$ cat config.mk
export PLATFORM = sky130hd
export DESIGN_NAME = rx_ring_buffer_idle_flush
export DESIGN_NICKNAME = d
export VERILOG_FILES = /design/src/sv/rxrb_pkg.sv /design/src/sv/rxrb_out_stage.sv /design/src/sv/rx_ring_buffer_idle_flush.sv
export SDC_FILE = /design/constraint.sdc
export NUM_CORES = 1
export LEC_CHECK = 0
export ABC_CLOCK_PERIOD_IN_PS = 8400
export BUFFER_PORTS_ARGS = -buffer_cell sky130_fd_sc_hd__buf_2
export CORE_UTILIZATION = 45
export CTS_CLUSTER_SIZE = 25
export DETAILED_ROUTE_END_ITERATION = 12
export GPL_ROUTABILITY_DRIVEN = 0
export GPL_TIMING_DRIVEN = 0
export SYNTH_ARGS = -nofsm -noshare
export SYNTH_HDL_FRONTEND = slang
export SYNTH_HIERARCHICAL = 1
export SYNTH_SLANG_ARGS = --single-unit
$ cat constraint.sdc
create_clock -name i_clk -period 8.4 [get_ports i_clk]
set_input_delay 0.42 -clock i_clk [delete_from_list [all_inputs] [get_ports i_clk]]
set_output_delay 0.42 -clock i_clk [all_outputs]
set_load 0.01 [all_outputs]
$ cat src/sv/rxrb_pkg.sv
// shared types, constants and codes for the receive ring buffer
package rxrb_pkg;

    // default store depth
    localparam int DEPTH_DEF = 64;

    // field widths fixed by the interface
    localparam int DATA_W     = 8;
    localparam int CNT_W      = 6;
    localparam int GAP_W      = 16;
    localparam int CMD_W      = 2;
    localparam int CFG_IDX_W  = 2;
    localparam int CFG_DATA_W = 16;

    // register reset values
    localparam logic [GAP_W-1:0] IDLE_GAP_RST   = 16'd200;
    localparam logic [CNT_W-1:0] READ_LIMIT_RST = 6'd20;

    // command codes
    localparam logic [CMD_W-1:0] CMD_BYTE = 2'd0;
    localparam logic [CMD_W-1:0] CMD_READ = 2'd1;
    localparam logic [CMD_W-1:0] CMD_TICK = 2'd2;

    // register indexes
    localparam logic [CFG_IDX_W-1:0] CFG_IDLE_GAP   = 2'd0;
    localparam logic [CFG_IDX_W-1:0] CFG_READ_LIMIT = 2'd1;

    // drain sequencer states
    typedef enum logic [1:0] {
        S_IDLE,
        S_RD_ADDR,
        S_RD_DATA,
        S_TERM
    } t_state;

    // one result transaction
    typedef struct packed {
        logic [DATA_W-1:0] data_byte;
        logic              is_terminator;
        logic [CNT_W-1:0]  byte_count;
        logic              last;
    } t_out_item;

endpackage

$ cat src/sv/rxrb_out_stage.sv
// single-entry output register that decouples the drain sequencer from the receiver
module rxrb_out_stage (
    input  logic               i_clk,
    input  logic               i_rst_n,
    input  logic               i_load,
    input  rxrb_pkg::t_out_item i_item,
    output logic               o_ready,
    output logic               o_valid,
    output rxrb_pkg::t_out_item o_item,
    input  logic               i_stall
);
    import rxrb_pkg::*;

    logic      r_valid;
    t_out_item r_item;

    // room when empty or when the held transaction leaves this cycle
    assign o_ready = !r_valid || !i_stall;
    assign o_valid = r_valid;
    assign o_item  = r_item;

    // valid flag
    always_ff @(posedge i_clk) begin
        if (!i_rst_n) begin
            r_valid <= 1'b0;
        end else if (o_ready) begin
            r_valid <= i_load;
        end
    end

    // payload, held while stalled
    always_ff @(posedge i_clk) begin
        if (o_ready && i_load) begin
            r_item <= i_item;
        end
    end

    // a held result never changes while stalled
    a_hold: assert property (@(posedge i_clk) disable iff (!i_rst_n)
        r_valid && i_stall |=> r_valid && r_item == $past(r_item))
        else $error("output item changed while stalled");

    // a load is never refused silently while the register is free
    a_free: assert property (@(posedge i_clk) disable iff (!i_rst_n)
        !r_valid |-> o_ready)
        else $error("empty output register not ready");

    // a result taken with no new load leaves the register empty
    a_drop: assert property (@(posedge i_clk) disable iff (!i_rst_n)
        r_valid && !i_stall && !i_load |=> !r_valid)
        else $error("taken result not removed");

endmodule

$ cat src/sv/rx_ring_buffer_idle_flush.sv
// receive ring buffer with idle flush: top level, store and drain sequencer
//
// Input channel (i_in_valid / o_in_stall) carries commands: a received byte, a
// read request or a one millisecond tick. Output channel (o_out_valid /
// i_out_stall) carries results. Config writes use i_cfg_valid / o_cfg_ready;
// index 0 is the idle gap in ms, index 1 the read limit. Write only when idle.
// Bytes and ticks are taken without stalling the input and give no result; a byte
// arriving after more than the idle gap of ticks empties the buffer first.
// When full the oldest byte is dropped, so at most DEPTH-1 bytes are held.
// A read drains up to read_limit bytes, oldest first, then a terminator
// transaction that carries the count and has last set.
// A read is accepted in S_IDLE; for each byte S_RD_ADDR issues a registered read
// of the store and S_RD_DATA loads it into the output register, then S_TERM loads
// the terminator. o_in_stall stays high until the terminator is loaded.
// A stalled receiver holds the output register and the sequencer waits.
// Reset clears pointers and idle counter and sets the registers to their reset values; the store is not cleared.
module rx_ring_buffer_idle_flush #(
    parameter int DEPTH = rxrb_pkg::DEPTH_DEF
) (
    input  logic                              i_clk,
    input  logic                              i_rst_n,
    // input channel
    input  logic                              i_in_valid,
    output logic                              o_in_stall,
    input  logic [rxrb_pkg::CMD_W-1:0]        i_cmd,
    input  logic [rxrb_pkg::DATA_W-1:0]       i_rx_byte,
    // output channel
    output logic                              o_out_valid,
    input  logic                              i_out_stall,
    output logic [rxrb_pkg::DATA_W-1:0]       o_data_byte,
    output logic                              o_is_terminator,
    output logic [rxrb_pkg::CNT_W-1:0]        o_byte_count,
    output logic                              o_last,
    // configuration write channel
    input  logic                              i_cfg_valid,
    output logic                              o_cfg_ready,
    input  logic [rxrb_pkg::CFG_IDX_W-1:0]    i_cfg_index,
    input  logic [rxrb_pkg::CFG_DATA_W-1:0]   i_cfg_data
);
    import rxrb_pkg::*;

    localparam int              PTR_W    = $clog2(DEPTH);
    localparam logic [PTR_W-1:0] LAST_PTR = PTR_W'(DEPTH - 1);

    function automatic logic [PTR_W-1:0] ptr_next(input logic [PTR_W-1:0] p);
        ptr_next = (p == LAST_PTR) ? '0 : p + 1'b1;
    endfunction

    // state
    t_state             r_state, n_state;
    logic [PTR_W-1:0]   r_rd_ptr, n_rd_ptr;
    logic [PTR_W-1:0]   r_wr_ptr, n_wr_ptr;
    logic [GAP_W-1:0]   r_idle_cnt, n_idle_cnt;
    logic [CNT_W-1:0]   r_count, n_count;
    logic [GAP_W-1:0]   r_idle_gap;
    logic [CNT_W-1:0]   r_read_limit;

    // store
    logic [DATA_W-1:0]  r_mem [DEPTH];
    logic [DATA_W-1:0]  r_rd_data;
    logic               wr_en;
    logic [PTR_W-1:0]   wr_addr;
    logic               rd_en;

    // output stage link
    logic               out_load;
    logic               out_ready;
    t_out_item          out_item;
    t_out_item          out_q;

    logic               in_acc;
    logic               flush;
    logic [PTR_W-1:0]   rd_base;
    logic [PTR_W-1:0]   wr_next;

    assign o_in_stall  = (r_state != S_IDLE);
    assign in_acc      = i_in_valid && !o_in_stall;
    assign o_cfg_ready = 1'b1;

    // configuration registers
    always_ff @(posedge i_clk) begin
        if (!i_rst_n) begin
            r_idle_gap   <= IDLE_GAP_RST;
            r_read_limit <= READ_LIMIT_RST;
        end else if (i_cfg_valid && o_cfg_ready) begin
            unique case (i_cfg_index)
                CFG_IDLE_GAP:   r_idle_gap   <= i_cfg_data;
                CFG_READ_LIMIT: r_read_limit <= i_cfg_data[CNT_W-1:0];
                default: ;
            endcase
        end
    end

    // flush test and byte write pointers
    assign flush   = (r_idle_cnt > r_idle_gap);
    assign wr_addr = flush ? '0 : r_wr_ptr;
    assign rd_base = flush ? '0 : r_rd_ptr;
    assign wr_next = ptr_next(wr_addr);

    // sequencer next state and outputs
    always_comb begin
        n_state    = r_state;
        n_rd_ptr   = r_rd_ptr;
        n_wr_ptr   = r_wr_ptr;
        n_idle_cnt = r_idle_cnt;
        n_count    = r_count;
        wr_en      = 1'b0;
        rd_en      = 1'b0;
        out_load   = 1'b0;
        out_item   = '0;
        unique case (r_state)
            S_IDLE: begin
                if (in_acc) begin
                    case (i_cmd)
                        CMD_TICK: begin
                            if (r_idle_cnt != '1) begin
                                n_idle_cnt = r_idle_cnt + 1'b1;
                            end
                        end
                        CMD_BYTE: begin
                            wr_en      = 1'b1;
                            n_idle_cnt = '0;
                            n_wr_ptr   = wr_next;
                            n_rd_ptr   = (rd_base == wr_next) ? ptr_next(rd_base) : rd_base;
                        end
                        CMD_READ: begin
                            n_count = '0;
                            n_state = S_RD_ADDR;
                        end
                        default: ;
                    endcase
                end
            end
            S_RD_ADDR: begin
                if (r_rd_ptr != r_wr_ptr && r_count < r_read_limit) begin
                    rd_en   = 1'b1;
                    n_state = S_RD_DATA;
                end else begin
                    n_state = S_TERM;
                end
            end
            S_RD_DATA: begin
                out_load           = 1'b1;
                out_item.data_byte = r_rd_data;
                if (out_ready) begin
                    n_rd_ptr = ptr_next(r_rd_ptr);
                    n_count  = r_count + 1'b1;
                    n_state  = S_RD_ADDR;
                end
            end
            S_TERM: begin
                out_load               = 1'b1;
                out_item.is_terminator = 1'b1;
                out_item.byte_count    = r_count;
                out_item.last          = 1'b1;
                if (out_ready) begin
                    n_state = S_IDLE;
                end
            end
            default: n_state = S_IDLE;
        endcase
    end

    // state register
    always_ff @(posedge i_clk) begin
        if (!i_rst_n) begin
            r_state    <= S_IDLE;
            r_rd_ptr   <= '0;
            r_wr_ptr   <= '0;
            r_idle_cnt <= '0;
            r_count    <= '0;
        end else begin
            r_state    <= n_state;
            r_rd_ptr   <= n_rd_ptr;
            r_wr_ptr   <= n_wr_ptr;
            r_idle_cnt <= n_idle_cnt;
            r_count    <= n_count;
        end
    end

    // byte store write port
    always_ff @(posedge i_clk) begin
        if (wr_en) begin
            r_mem[wr_addr] <= i_rx_byte;
        end
    end

    // byte store read port, registered
    always_ff @(posedge i_clk) begin
        if (rd_en) begin
            r_rd_data <= r_mem[r_rd_ptr];
        end
    end

    // output register
    rxrb_out_stage u_out (
        .i_clk   (i_clk),
        .i_rst_n (i_rst_n),
        .i_load  (out_load),
        .i_item  (out_item),
        .o_ready (out_ready),
        .o_valid (o_out_valid),
        .o_item  (out_q),
        .i_stall (i_out_stall)
    );

    assign o_data_byte     = out_q.data_byte;
    assign o_is_terminator = out_q.is_terminator;
    assign o_byte_count    = out_q.byte_count;
    assign o_last          = out_q.last;

    // pointers stay within the store
    a_ptr_range: assert property (@(posedge i_clk) disable iff (!i_rst_n)
        r_rd_ptr <= LAST_PTR && r_wr_ptr <= LAST_PTR)
        else $error("pointer beyond store depth");

    // drain count never passes the read limit
    a_count: assert property (@(posedge i_clk) disable iff (!i_rst_n)
        r_state != S_IDLE |-> r_count <= r_read_limit)
        else $error("drain count above read limit");

    // a store read is only issued when the buffer holds data
    a_nonempty: assert property (@(posedge i_clk) disable iff (!i_rst_n)
        r_state == S_RD_DATA |-> r_rd_ptr != r_wr_ptr)
        else $error("read from empty buffer");

    // terminator count agrees with the limit in force
    a_term: assert property (@(posedge i_clk) disable iff (!i_rst_n)
        o_out_valid && o_is_terminator |-> o_byte_count <= r_read_limit && o_last)
        else $error("bad terminator transaction");

    // the store is never written while draining
    a_no_wr: assert property (@(posedge i_clk) disable iff (!i_rst_n)
        wr_en |-> r_state == S_IDLE)
        else $error("store written during drain");

endmodule
==> results_dict.tcl <==
set metrics [dict create \
    status "finished with violations" \
    violations "max-capacitance violations" \
    cts_buffers 60 \
    ys_ff_latch 595 \
    yosysTopAreaCellShare 0.669 \
    initial_utilization 0.457 \
    synth_enable_flop_cells 536 \
    slew_viol_final 0 \
    dp_hpwl_microns 34700 \
    grt_util_all_layers 0.205 \
    final_util 0.513 \
    vdd_ir_drop_max_v 0.000185 \
    avgSynthCellArea_sq_um 18.4 \
    hold_buffers 0 \
    maxCapViolCount 1 \
    synth_seq_area_share 0.718 \
    period_needed_ns 4.94 \
    worst_path_max_delay_cell "o31ai_1" \
    wire_per_inst_microns 25.2 \
    clkLatencyLatePin_ns 0.63 \
    num_rows 84 \
    drtPass1Iterations 5 \
    grt_max_degree 65 \
    fmax_mhz 202 \
    drc 0 \
    pin_count 52 \
    syn_inst 1306 \
    hold_viol_final 0 \
    n_fill_cell 4239 \
    synth_commonest_cells "536 x edfxtp_1, 160 x mux4_2, 98 x nor2_1" \
    p_leak_uw 0.00843 \
    min_period_over_period 0.588 \
    routed_via_density 5.68 \
    final_antenna_net_count 0 \
    syn2layout_area_growth_pct 12.2 \
    yosysUniqueCellTypes 54 \
    grt_pass1_vias 12300 \
    synthArstFlopShare 0 \
    post_cts_buffers 0 \
    vias 12300 \
    rsz0062_at_grt "false" \
    crit_arrival_ns 5.49 \
    wl_microns 54400 \
    grt-ovfl-total 0 \
    critPathCaptureType "flip-flop" \
    fin_setup_tns_ns 0 \
    fp.dieW_microns 233 \
    ys.flop_type "edfxtp_1" \
    yosysMostFrequentCell "edfxtp_1" \
    cts-htree-levels 2 \
    clk_path_buf_depth 3 \
    cp_data_required_time_ns 8.95 \
    ys_top_cells_by_area "edfxtp_1 67%, mux4_2 15%, dfxtp_1 4.9%" \
    cts_num_sinks 595 \
    cts_tree "done" \
    antenna_found_initial 0 \
    critPathMaxStageDelay_ns 0.89 \
    root_buffer "clkbuf_16" \
    slew_headroom 0.0154 \
    drt_iter0_drc 1222 \
    synth_top_area_cell "edfxtp_1" \
    die_h_microns 233 \
    core-area_sq_um 52700 \
    drive_gt1_frac 0.214 \
    grt_pass1_wl_microns 80200 \
    critical_path_class "flip-flop to flip-flop" \
    crit_fanout 9 \
    synth.cell_area_sq_um 24000 \
    cp_common_cell "o31ai_1" \
    critical_path.cell_chain "ha_1, a21o_1, a21o_1, a2111o_1, o31ai_1, and2_1, ha_1, buf_2, a21oi_1, o21a_1, or3_1, a2111o_1, o31ai_1, and3_1, o21ai_0, o31ai_1" \
    fin_worst_skew_ns 0.0174 \
    final_nets 1477 \
    hold_path_class "primary input to flip-flop" \
    syn-num-nets 1365 \
    antennaDiodeCount 0 \
    finalSetupViolations 0 \
    clkSlewWorstSetupHoldPaths_ns 0.06 \
    crit_path_start_kind "flip-flop" \
    worst_pin_slew_ns 1.47 \
    port_buffers 50 \
    design.die.area_sq_um 54400 \
    ys_warn_count 6 \
    power_density_nw_per_um2 228 \
    post_cts_resized 0 \
]
-- registers in the layout, summed over array words and instances (netlist names) --
signal,flops
r_read_limit,6
r_idle_cnt,16
r_mem,512
r_rd_data,8
r_count,6
u_out/o_item,16
r_wr_ptr,6
u_out/o_valid,1
r_rd_ptr,6
r_state,2
r_idle_gap,16
-- routing by layer --
metal / GRT usage / vias up / wire, microns
met1: 0.297 / 6392 / 24300
li1: - / 5438 / -
met5: 0 / - / 0
met2: 0.324 / 362 / 25800
met4: 0.0554 / 0 / 1080
met3: 0.0331 / 60 / 3180
-- final timing paths --
kind	from	to	slack [ns]	cells past startpoint
hold reg to reg	r_idle_gap[11]	r_idle_gap[11]	0.47	2
hold / removal	i_cfg_data[6]	r_idle_gap[6]	0.04	3
setup / recovery	r_idle_cnt[13]	r_rd_ptr[5]	3.46	16
setup reg to reg	r_idle_cnt[13]	r_rd_ptr[5]	3.46	16
-- layout by cell type, fill, tap and decap left out, types with 10 or more instances in the layout --
cell and instances:
a21boi_0 17, a21oi_1 16, and2_1 22, and3_1 10
buf_1 21, buf_2 59, clkbuf_1 43, clkbuf_16 61
clkinv_1 20, clkinv_2 12, dfxtp_1 59, edfxtp_1 536
ha_1 26, inv_1 25, mux2i_1 13, mux4_2 160
nand2_1 75, nand3_1 13, nand4_1 13, nor2_1 98
nor2b_1 19, nor3_1 13, o21ai_0 28, xor2_1 22
-- kinds of logic (layout without fill, tap and decap cells) --
family | count (synthesis) | count (layout) | share of synthesized area
AND/OR/NAND/NOR | 289 | 289 | 0.0573
adder cells (fa/ha/maj) | 26 | 26 | 0.0135
buffers and inverters | 88 | 250 | 0.0146
XOR/XNOR | 28 | 28 | 0.0102
flip-flops | 595 | 595 | 0.718
other | 1 | 1 | 0.000156
multiplexers | 181 | 181 | 0.159
AO/OA/AOI/OAI | 98 | 98 | 0.0268
-- area by class of cell --
| cell class | count | area, sq um | share of cell area |
|---|---|---|---|
| Buffer | 63 | 256 | 0.00950 |
| Clock buffer | 74 | 1580 | 0.0584 |
| Clock inverter | 38 | 251 | 0.00932 |
| Multi-Input combinational cell | 623 | 6420 | 0.238 |
| Inverter | 25 | 93.8 | 0.00348 |
| Timing Repair Buffer | 50 | 253 | 0.00936 |
| Tap cell | 688 | 861 | 0.0319 |
| Sequential cell | 595 | 17300 | 0.640 |
-- through the flow --
stage                     worst slack, ns  instances  total power [uW]  hold slack (ns)  instance area (sq um)
after global placement               3.47       2044              3690            0.459                  25200
final                                3.46       2156              6140           0.0378                  27000
after detailed placement             3.47       2044              3700            0.463                  25200
after floorplan                      4.20       1306              3540            0.443                  24000
after CTS                            3.46       2156              6190          0.00844                  27000
after global routing                 3.13       2156              6330           0.0427                  27000
-- critical path: cells and delay by family, from the launching register on --
kind / cells / cell delay, ns
AOI/OAI and AO/OA: 10 / 3.03
adders and majority gates: 2 / 0.41
buffers and inverters: 1 / 0.20
DFF: 1 / 0.42
and+or+nand+nor: 3 / 0.81
-- power breakdown --
part / switching (uW) / internal, uW / total [uW]
clock network: 1120 / 1390 / 2510
registers: 10.8 / 3250 / 3260
logic: 225 / 146 / 371
Note: power is estimated with default switching activity, not from simulation.
